File: src/hw/rtl/ipv4fhb_pkg.sv
`default_nettype none

package ipv4fhb_pkg;

    localparam int unsigned ADDR_W = 3;
    localparam int unsigned DATA_W = 32;

    localparam logic REG_LOCAL_ADDRESS = 1'b0;
    localparam logic REG_FRAGMENT_UNITS = 1'b1;

    localparam logic [7:0] UNITS_MIN = 8'd128;
    localparam logic [7:0] UNITS_MAX = 8'd185;
    localparam logic [7:0] UNITS_RESET = 8'd185;
    localparam logic [10:0] HDR_BYTES = 11'd20;
    localparam logic [15:0] VER_IHL_TOS = 16'h4500;
    localparam logic [7:0] HDR_TTL = 8'd64;

    typedef struct packed {
        logic [15:0] payload_length;
        logic [31:0] dest_address;
        logic [7:0] protocol_number;
    } in_item_t;

    typedef struct packed {
        logic [10:0] total_length;
        logic [15:0] identification;
        logic more_fragments;
        logic [12:0] fragment_offset;
        logic [7:0] protocol_out;
        logic [31:0] dest_out;
        logic [15:0] header_checksum;
        logic [15:0] payload_start;
        logic [10:0] fragment_bytes;
        logic last_of_run;
    } out_item_t;

    typedef struct packed {
        logic [31:0] local_address;
        logic [7:0] fragment_payload_units;
    } cfg_t;

    typedef struct packed {
        logic load;
        logic setup;
        logic frag;
        logic emit;
    } cmd_t;

    typedef struct packed {
        logic last;
        logic out_free;
    } status_t;

    typedef enum logic [1:0] {
        ST_IDLE,
        ST_SETUP,
        ST_FRAG,
        ST_EMIT
    } state_t;

endpackage

`default_nettype wire

File: src/hw/rtl/ipv4fhb_regs.sv
`default_nettype none

module ipv4fhb_regs
    import ipv4fhb_pkg::*;
(
    input  wire logic              aclk,
    input  wire logic              aresetn,
    input  wire logic              psel,
    input  wire logic              penable,
    input  wire logic              pwrite,
    input  wire logic [ADDR_W-1:0] paddr,
    input  wire logic [DATA_W-1:0] pwdata,
    output logic      [DATA_W-1:0] prdata,
    output logic                   pready,
    output cfg_t                   cfg
);

    cfg_t cfg_reg, cfg_next;
    logic wr_en;

    assign pready = 1'b1;
    assign wr_en = psel && penable && pwrite;

    always_comb begin
        cfg_next = cfg_reg;
        if (wr_en) begin
            unique case (paddr[2])
                REG_LOCAL_ADDRESS: cfg_next.local_address = pwdata;
                REG_FRAGMENT_UNITS: cfg_next.fragment_payload_units = pwdata[7:0];
                default: cfg_next = cfg_reg;
            endcase
        end
    end

    always_comb begin
        unique case (paddr[2])
            REG_LOCAL_ADDRESS: prdata = cfg_reg.local_address;
            REG_FRAGMENT_UNITS: prdata = {24'd0, cfg_reg.fragment_payload_units};
            default: prdata = '0;
        endcase
    end

    always_ff @(posedge aclk) begin
        if (!aresetn) begin
            cfg_reg.local_address <= '0;
            cfg_reg.fragment_payload_units <= UNITS_RESET;
        end else begin
            cfg_reg <= cfg_next;
        end
    end

    assign cfg = cfg_reg;

endmodule

`default_nettype wire

File: src/hw/rtl/ipv4fhb_ctrl.sv
`default_nettype none

module ipv4fhb_ctrl
    import ipv4fhb_pkg::*;
(
    input  wire logic    aclk,
    input  wire logic    aresetn,
    input  wire logic    s_valid,
    output logic         s_ready,
    input  wire status_t st,
    output cmd_t         cmd
);

    state_t state_reg, state_next;

    always_ff @(posedge aclk) begin
        if (!aresetn) begin
            state_reg <= ST_IDLE;
        end else begin
            state_reg <= state_next;
        end
    end

    always_comb begin
        state_next = state_reg;
        cmd = '0;
        s_ready = 1'b0;
        unique case (state_reg)
            ST_IDLE: begin
                s_ready = 1'b1;
                if (s_valid) begin
                    cmd.load = 1'b1;
                    state_next = ST_SETUP;
                end
            end
            ST_SETUP: begin
                cmd.setup = 1'b1;
                state_next = ST_FRAG;
            end
            ST_FRAG: begin
                cmd.frag = 1'b1;
                state_next = ST_EMIT;
            end
            ST_EMIT: begin
                if (st.out_free) begin
                    cmd.emit = 1'b1;
                    state_next = st.last ? ST_IDLE : ST_FRAG;
                end
            end
            default: state_next = ST_IDLE;
        endcase
    end

`ifndef SYNTHESIS
    a_emit_leaves: assert property (@(posedge aclk) disable iff (!aresetn)
        (aresetn && cmd.emit) |=> (state_reg == ST_IDLE || state_reg == ST_FRAG))
        else $error("emit did not leave the emit state");
    a_load_to_setup: assert property (@(posedge aclk) disable iff (!aresetn)
        (aresetn && cmd.load) |=> (state_reg == ST_SETUP))
        else $error("accepted request did not start setup");
    a_emit_last_idle: assert property (@(posedge aclk) disable iff (!aresetn)
        (aresetn && cmd.emit && st.last) |=> s_ready)
        else $error("last fragment did not return to idle");
`endif

endmodule

`default_nettype wire

File: src/hw/rtl/ipv4fhb_dpath.sv
`default_nettype none

module ipv4fhb_dpath
    import ipv4fhb_pkg::*;
(
    input  wire logic     aclk,
    input  wire logic     aresetn,
    input  wire in_item_t s_data,
    input  wire cfg_t     cfg,
    input  wire cmd_t     cmd,
    output status_t       st,
    output logic          m_valid,
    input  wire logic     m_ready,
    output out_item_t     m_data
);

    logic [15:0] id_cnt_reg, id_cnt_next;
    logic [15:0] len_reg;
    logic [31:0] dst_reg;
    logic [7:0] proto_reg;
    logic [15:0] id_reg;
    logic [18:0] base_reg;
    logic [10:0] max_bytes_reg;
    logic [15:0] start_reg, start_next;
    logic [10:0] bytes_reg;
    logic last_reg;
    logic out_valid_reg, out_valid_next;
    out_item_t out_reg, out_next;

    logic [7:0] units;
    logic [18:0] base_sum;
    logic [15:0] remain;
    logic frag_last;
    logic [10:0] total;
    logic [15:0] flags_off;
    logic [19:0] csum_sum;
    logic [16:0] fold1;
    logic [15:0] fold2;
    logic [15:0] start_inc;

    always_comb begin
        if (cfg.fragment_payload_units < UNITS_MIN) begin
            units = UNITS_MIN;
        end else if (cfg.fragment_payload_units > UNITS_MAX) begin
            units = UNITS_MAX;
        end else begin
            units = cfg.fragment_payload_units;
        end
    end

    assign base_sum = 19'(VER_IHL_TOS) + 19'(id_reg) + 19'({HDR_TTL, proto_reg})
                    + 19'(cfg.local_address[31:16]) + 19'(cfg.local_address[15:0])
                    + 19'(dst_reg[31:16]) + 19'(dst_reg[15:0]);

    assign remain = len_reg - start_reg;
    assign frag_last = remain <= 16'(max_bytes_reg);

    assign total = HDR_BYTES + bytes_reg;
    assign flags_off = {2'b00, !last_reg, start_reg[15:3]};
    assign csum_sum = 20'(base_reg) + 20'(total) + 20'(flags_off);
    assign fold1 = 17'(csum_sum[15:0]) + 17'(csum_sum[19:16]);
    assign fold2 = fold1[15:0] + 16'(fold1[16]);
    assign start_inc = start_reg + 16'(max_bytes_reg);

    assign st.last = last_reg;
    assign st.out_free = !out_valid_reg || m_ready;

    always_comb begin
        id_cnt_next = id_cnt_reg;
        start_next = start_reg;
        out_valid_next = out_valid_reg;
        out_next = out_reg;
        if (cmd.load) begin
            id_cnt_next = id_cnt_reg + 16'd1;
        end
        if (cmd.setup) begin
            start_next = '0;
        end
        if (m_ready) begin
            out_valid_next = 1'b0;
        end
        if (cmd.emit) begin
            out_valid_next = 1'b1;
            out_next.total_length = total;
            out_next.identification = id_reg;
            out_next.more_fragments = !last_reg;
            out_next.fragment_offset = start_reg[15:3];
            out_next.protocol_out = proto_reg;
            out_next.dest_out = dst_reg;
            out_next.header_checksum = ~fold2;
            out_next.payload_start = start_reg;
            out_next.fragment_bytes = bytes_reg;
            out_next.last_of_run = last_reg;
            start_next = start_inc;
        end
    end

    always_ff @(posedge aclk) begin
        if (!aresetn) begin
            id_cnt_reg <= '0;
            out_valid_reg <= 1'b0;
        end else begin
            id_cnt_reg <= id_cnt_next;
            out_valid_reg <= out_valid_next;
        end
    end

    always_ff @(posedge aclk) begin
        if (cmd.load) begin
            len_reg <= s_data.payload_length;
            dst_reg <= s_data.dest_address;
            proto_reg <= s_data.protocol_number;
            id_reg <= id_cnt_reg;
        end
        if (cmd.setup) begin
            base_reg <= base_sum;
            max_bytes_reg <= {units, 3'b000};
        end
        if (cmd.frag) begin
            last_reg <= frag_last;
            bytes_reg <= frag_last ? remain[10:0] : max_bytes_reg;
        end
        start_reg <= start_next;
        out_reg <= out_next;
    end

    assign m_valid = out_valid_reg;
    assign m_data = out_reg;

`ifndef SYNTHESIS
    a_id_advance: assert property (@(posedge aclk) disable iff (!aresetn)
        (aresetn && cmd.load) |=> (id_cnt_reg == $past(id_cnt_reg) + 16'd1))
        else $error("packet id did not advance on accepted request");
    a_total_len: assert property (@(posedge aclk) disable iff (!aresetn)
        out_valid_reg |-> (out_reg.total_length == out_reg.fragment_bytes + HDR_BYTES))
        else $error("total length disagrees with fragment bytes");
    a_mf_last: assert property (@(posedge aclk) disable iff (!aresetn)
        out_valid_reg |-> (out_reg.more_fragments != out_reg.last_of_run))
        else $error("more fragments flag disagrees with last fragment");
`endif

endmodule

`default_nettype wire

File: src/hw/rtl/ipv4_fragment_header_builder.sv
// Channel   | Ports                          | Beat
// ----------+--------------------------------+------------------------------------
// request   | s_valid, s_ready, s_data       | one send request
// header    | m_valid, m_ready, m_data       | one fragment header description
// config    | psel, penable, pwrite, paddr,  | one register write or read
//           | pwdata, prdata, pready         |
//
// A request is accepted in the idle state and followed by a setup step, then
// each fragment takes a sizing step, then a checksum and output register load.
// The output register holds a header while the next request is accepted.
// Synchronous reset clears the packet id and local address; units reset to 185.
// A stalled header beat stalls fragment generation in the checksum step.
`default_nettype none

module ipv4_fragment_header_builder
    import ipv4fhb_pkg::*;
(
    input  wire logic              aclk,
    input  wire logic              aresetn,
    input  wire logic              s_valid,
    output logic                   s_ready,
    input  wire in_item_t          s_data,
    output logic                   m_valid,
    input  wire logic              m_ready,
    output out_item_t              m_data,
    input  wire logic              psel,
    input  wire logic              penable,
    input  wire logic              pwrite,
    input  wire logic [ADDR_W-1:0] paddr,
    input  wire logic [DATA_W-1:0] pwdata,
    output logic      [DATA_W-1:0] prdata,
    output logic                   pready
);

    cfg_t cfg;
    cmd_t cmd;
    status_t st;

    ipv4fhb_regs u_regs (
        .aclk    (aclk),
        .aresetn (aresetn),
        .psel    (psel),
        .penable (penable),
        .pwrite  (pwrite),
        .paddr   (paddr),
        .pwdata  (pwdata),
        .prdata  (prdata),
        .pready  (pready),
        .cfg     (cfg)
    );

    ipv4fhb_ctrl u_ctrl (
        .aclk    (aclk),
        .aresetn (aresetn),
        .s_valid (s_valid),
        .s_ready (s_ready),
        .st      (st),
        .cmd     (cmd)
    );

    ipv4fhb_dpath u_dpath (
        .aclk    (aclk),
        .aresetn (aresetn),
        .s_data  (s_data),
        .cfg     (cfg),
        .cmd     (cmd),
        .st      (st),
        .m_valid (m_valid),
        .m_ready (m_ready),
        .m_data  (m_data)
    );

endmodule

`default_nettype wire
File: config.mk
export PLATFORM = sky130hd
export DESIGN_NAME = ipv4_fragment_header_builder
export DESIGN_NICKNAME = d
export VERILOG_FILES = /design/src/hw/rtl/ipv4fhb_pkg.sv /design/src/hw/rtl/ipv4fhb_regs.sv /design/src/hw/rtl/ipv4fhb_ctrl.sv /design/src/hw/rtl/ipv4fhb_dpath.sv /design/src/hw/rtl/ipv4_fragment_header_builder.sv
export SDC_FILE = /design/constraint.sdc
export NUM_CORES = 1
export LEC_CHECK = 0
export BUFFER_PORTS_ARGS = -buffer_cell sky130_fd_sc_hd__buf_2
export CELL_PAD_IN_SITES_DETAIL_PLACEMENT = 0
export CELL_PAD_IN_SITES_GLOBAL_PLACEMENT = 1
export CORE_UTILIZATION = 49
export CTS_CLUSTER_SIZE = 30
export DETAILED_ROUTE_END_ITERATION = 8
export PLACE_DENSITY = 0.94
export SKIP_LAST_GASP = 1
export SYNTH_ARGS = -nofsm -noshare
export SYNTH_HDL_FRONTEND = slang
export SYNTH_SLANG_ARGS = --single-unit
File: constraint.sdc
create_clock -name aclk -period 16.6 [get_ports aclk]
set_clock_uncertainty 0.2 [all_clocks]
set_input_delay 3.32 -clock aclk [delete_from_list [all_inputs] [get_ports aclk]]
set_output_delay 3.32 -clock aclk [all_outputs]
set_load 0.02 [all_outputs]
==> summary.txt <==
Clock network
  • H-tree levels: 1
  • Clock Latency Late Sink: 0.59 ns
  • Maximum clock insertion buffer count: 3
  • CTS Root Buffer Type: clkbuf_16
  • # hold bufs at CTS: 0
  • Cts repair resizes: 0
  • CTS tree: built
  • Clk sink count: 290
  • Clk pin slew, worst setup/hold paths: 0.06 ns
  • Num CTS Buffers: 31
  • Post-CTS Setup Bufs: 0

STA
  • F_max: 0.124 GHz
  • Final WS setup: 8.55 ns
  • Unrepaired setup endpoints after global routing: no
  • Final period utilization: 48.5%
  • Max_slew headroom: 22.8%
  • Fin Setup TNS: 0 ns
  • Worst-Margin Slew: 1.16 ns
  • Post-layout min period: 8.05 ns
  • Final Setup Violations: 0
  • Fin. max-slew vios: 0
  • Final Hold Viols: 0

GRT
  • Number of global-route vias before repair: 9,793
  • Total grt overflow: 0
  • Total global-route track usage: 20.9%
  • Initial antenna violation count: 3
  • Largest net degree at the start of global routing: 89
  • First-pass GRT wire length: 51,100 µm

Cells and area
  • Final net count: 1,732
  • Design Area, Final: 17,800 µm²
  • Layout Cells excl Fill: 1,901
  • Max FFs per register: 107
  • Post-layout util: 59.2%
  • Layout cells sized above 1: 23.1%
  • Area grow syn2layout: 17.6%

Routing
  • # DRC: 0
  • Routed wire length: 32,900 µm
  • Post-DRT Antenna Nets: 0
  • Vias per cell: 5.18
  • Starting DRC count in detailed routing: 572
  • DR WL/cell: 17.3 µm
  • TritonRoute pass-1 iters: 5
  • Vias: 9,840

Logic synthesis
  • Post-Syn Area: 15,100 µm²
  • Mean Syn Cell Area: 12.3 µm²
  • Synth Flop Type: edfxtp_1
  • Post-Synthesis Cells: 1,232
  • Seq/Total Area, Yosys: 53.7%
  • Synth warn: 0
  • Synth cell types: 71
  • Post-synth ARST share: 0%
  • Synthesized flop and latch total: 290
  • Number of synthesized flops with an enable pin: 231

Critical path
  • Type of element capturing the critical path: output port
  • Crit Path Max Fanout: 35
  • WS Path Type: in -> out
  • Data required, critical path: 13.08 ns
  • Critical Path AT: 4.53 ns
  • Startpoint class of the critical path: primary input

Floorplan
  • Io pins: 258
  • Initial Utilization: 50.3%
  • Site row count: 63
  • Core Area: 30,000 µm²
  • Die X-Extent: 178 µm
  • Full die area: 31,600 µm²
  • Die height: 178 µm

Worst hold path
  • Hold/Removal Path Class: reg -> reg

Power and ir drop
  • VDD IR max: 0.0000973 V
  • P_leak: 7.44 nW
  • Pwr/cell area: 138 nW/µm²

Placed design
  • Placed cells: 1,841
  • Number of port buffers: 251
  • DP Worst Slack: 8.57 ns
  • Dpl cell area: 16,700 µm²
  • GPL Wtd Cong: 0.896
  • Final HPWL DP: 25,100 µm

Run status
  • Outcome: finished, final reports clean

Job
  • Max cap viols: 0
[worst paths after layout]
kind | endpoint | from | cells after the start | slack [ns]
setup reg to reg | u_dpath.m_data[41]$_DFFE_PP_ | u_dpath.bytes_reg[2]$_SDFFCE_PP0P_ | 32 | 8.78
hold / removal | u_dpath.m_data[77]$_DFFE_PP_ | u_dpath.proto_reg[1]$_DFFE_PP_ | 0 | 0.26
hold reg to reg | u_dpath.m_data[77]$_DFFE_PP_ | u_dpath.proto_reg[1]$_DFFE_PP_ | 0 | 0.26
setup / recovery | prdata[3] | paddr[2] | 3 | 8.55
[layer usage]
metal / vias to the layer above / GRT usage [%] / share of wire [%]
met5: - / 0 / 0.033
met4: 2 / 4.63 / 2.0
met3: 51 / 5.25 / 8.2
met2: 302 / 35.8 / 48
met1: 4714 / 26.8 / 42
li1: 4771 / - / -
[synthesized netlist by cell type, types with 3 or more instances]
cell type	count	area [µm²]
nand2b_1	8	50.1
nor3_1	24	120
inv_1	139	522
buf_4	20	150
o21ai_0	26	130
or2_2	4	25.0
nand4_1	9	56.3
nand2_1	117	439
or3_1	3	18.8
nand3b_1	5	37.5
a21oi_1	34	170
o2111ai_1	5	43.8
and2_1	24	150
nand3_1	23	115
and3_1	21	131
a21o_1	11	82.6
nor2_1	64	240
a31oi_1	7	43.8
nor3b_2	3	37.5
edfxtp_1	231	6940
o211ai_1	5	37.5
o21a_1	11	82.6
mux2i_1	3	30.0
a21boi_0	46	345
fa_1	70	1400
a211oi_1	4	30.0
clkbuf_1	19	71.3
ha_1	80	1000
xor2_1	25	219
xnor2_1	53	464
o21bai_1	4	30.0
mux2_2	12	135
a211o_1	3	26.3
dfxtp_1	59	1180
mux2_4	4	60.1
nor2b_1	16	100
[where the power goes]
| part | switching [W] | total [W] | internal (W) |
|---|---|---|---|
| Combinational | 0.000494 | 0.000833 | 0.000339 |
| Sequential | 0.0000263 | 0.000894 | 0.000868 |
| Clock | 0.000287 | 0.000723 | 0.000435 |
| Total | 0.000807 | 0.00245 | 0.00164 |
[final cells by class]
class	instances	area [µm²]
Sequential cell	290	8120
Fill cell	2445	12300
Multi-Input combinational cell	765	6260
Antenna cell	3	7.51
Tap cell	390	488
Clock inverter	18	245
Timing Repair Buffer	257	1300
Inverter	139	524
Clock buffer	39	836
[through the flow]
stage	hold slack (ns)	power, W
6_report	0.256	0.00245
3_5_place_dp	0.244	0.00174
3_3_place_gp	0.230	0.00171
4_1_cts	0.259	0.00246
2_1_floorplan	0.226	0.00154
5_1_grt	0.271	0.00259
[cells by family (layout without fill, tap and decap cells)]
family          count (synthesis)  count (layout)  synth area share [%]
compound gates                180             180                  8.58
other cells                     2               9                0.0497
fa+ha+maj                     150             150                  15.9
xor+xnor                       78              78                  4.52
flops                         290             290                  53.7
buf+inv                       181             453                  5.05
simple gates                  331             331                  10.7
mux                            20              20                  1.56
[worst max-delay path, stage by stage]
cell	delay, ns
buf_2	0.60
mux2_2	0.43
buf_2	0.16
[layout by cell type, fill, tap and decap left out, drive strengths merged, types with 4 or more instances in the layout]
| cell | instances |
|---|---|
| buf | 257 |
| edfxtp | 231 |
| inv | 140 |
| nand2 | 118 |
| ha | 80 |
| fa | 70 |
| nor2 | 66 |
| dfxtp | 59 |
| xnor2 | 53 |
| a21boi | 46 |
| clkbuf | 39 |
| a21oi | 34 |
| o21ai | 28 |
| xor2 | 25 |
| nor3 | 24 |
| and2 | 24 |
| nand3 | 23 |
| and3 | 21 |
| mux2 | 17 |
| nor2b | 16 |
| o21a | 11 |
| a21o | 11 |
| clkinv | 10 |
| nand4 | 9 |
| nand2b | 8 |
| a31oi | 7 |
| conb | 6 |
| o211ai | 6 |
| o2111ai | 5 |
| nand3b | 5 |
| bufinv | 5 |
| or2 | 4 |
| a211oi | 4 |
| o21bai | 4 |
| nor3b | 4 |
Note: power is estimated with default switching activity, not from simulation.
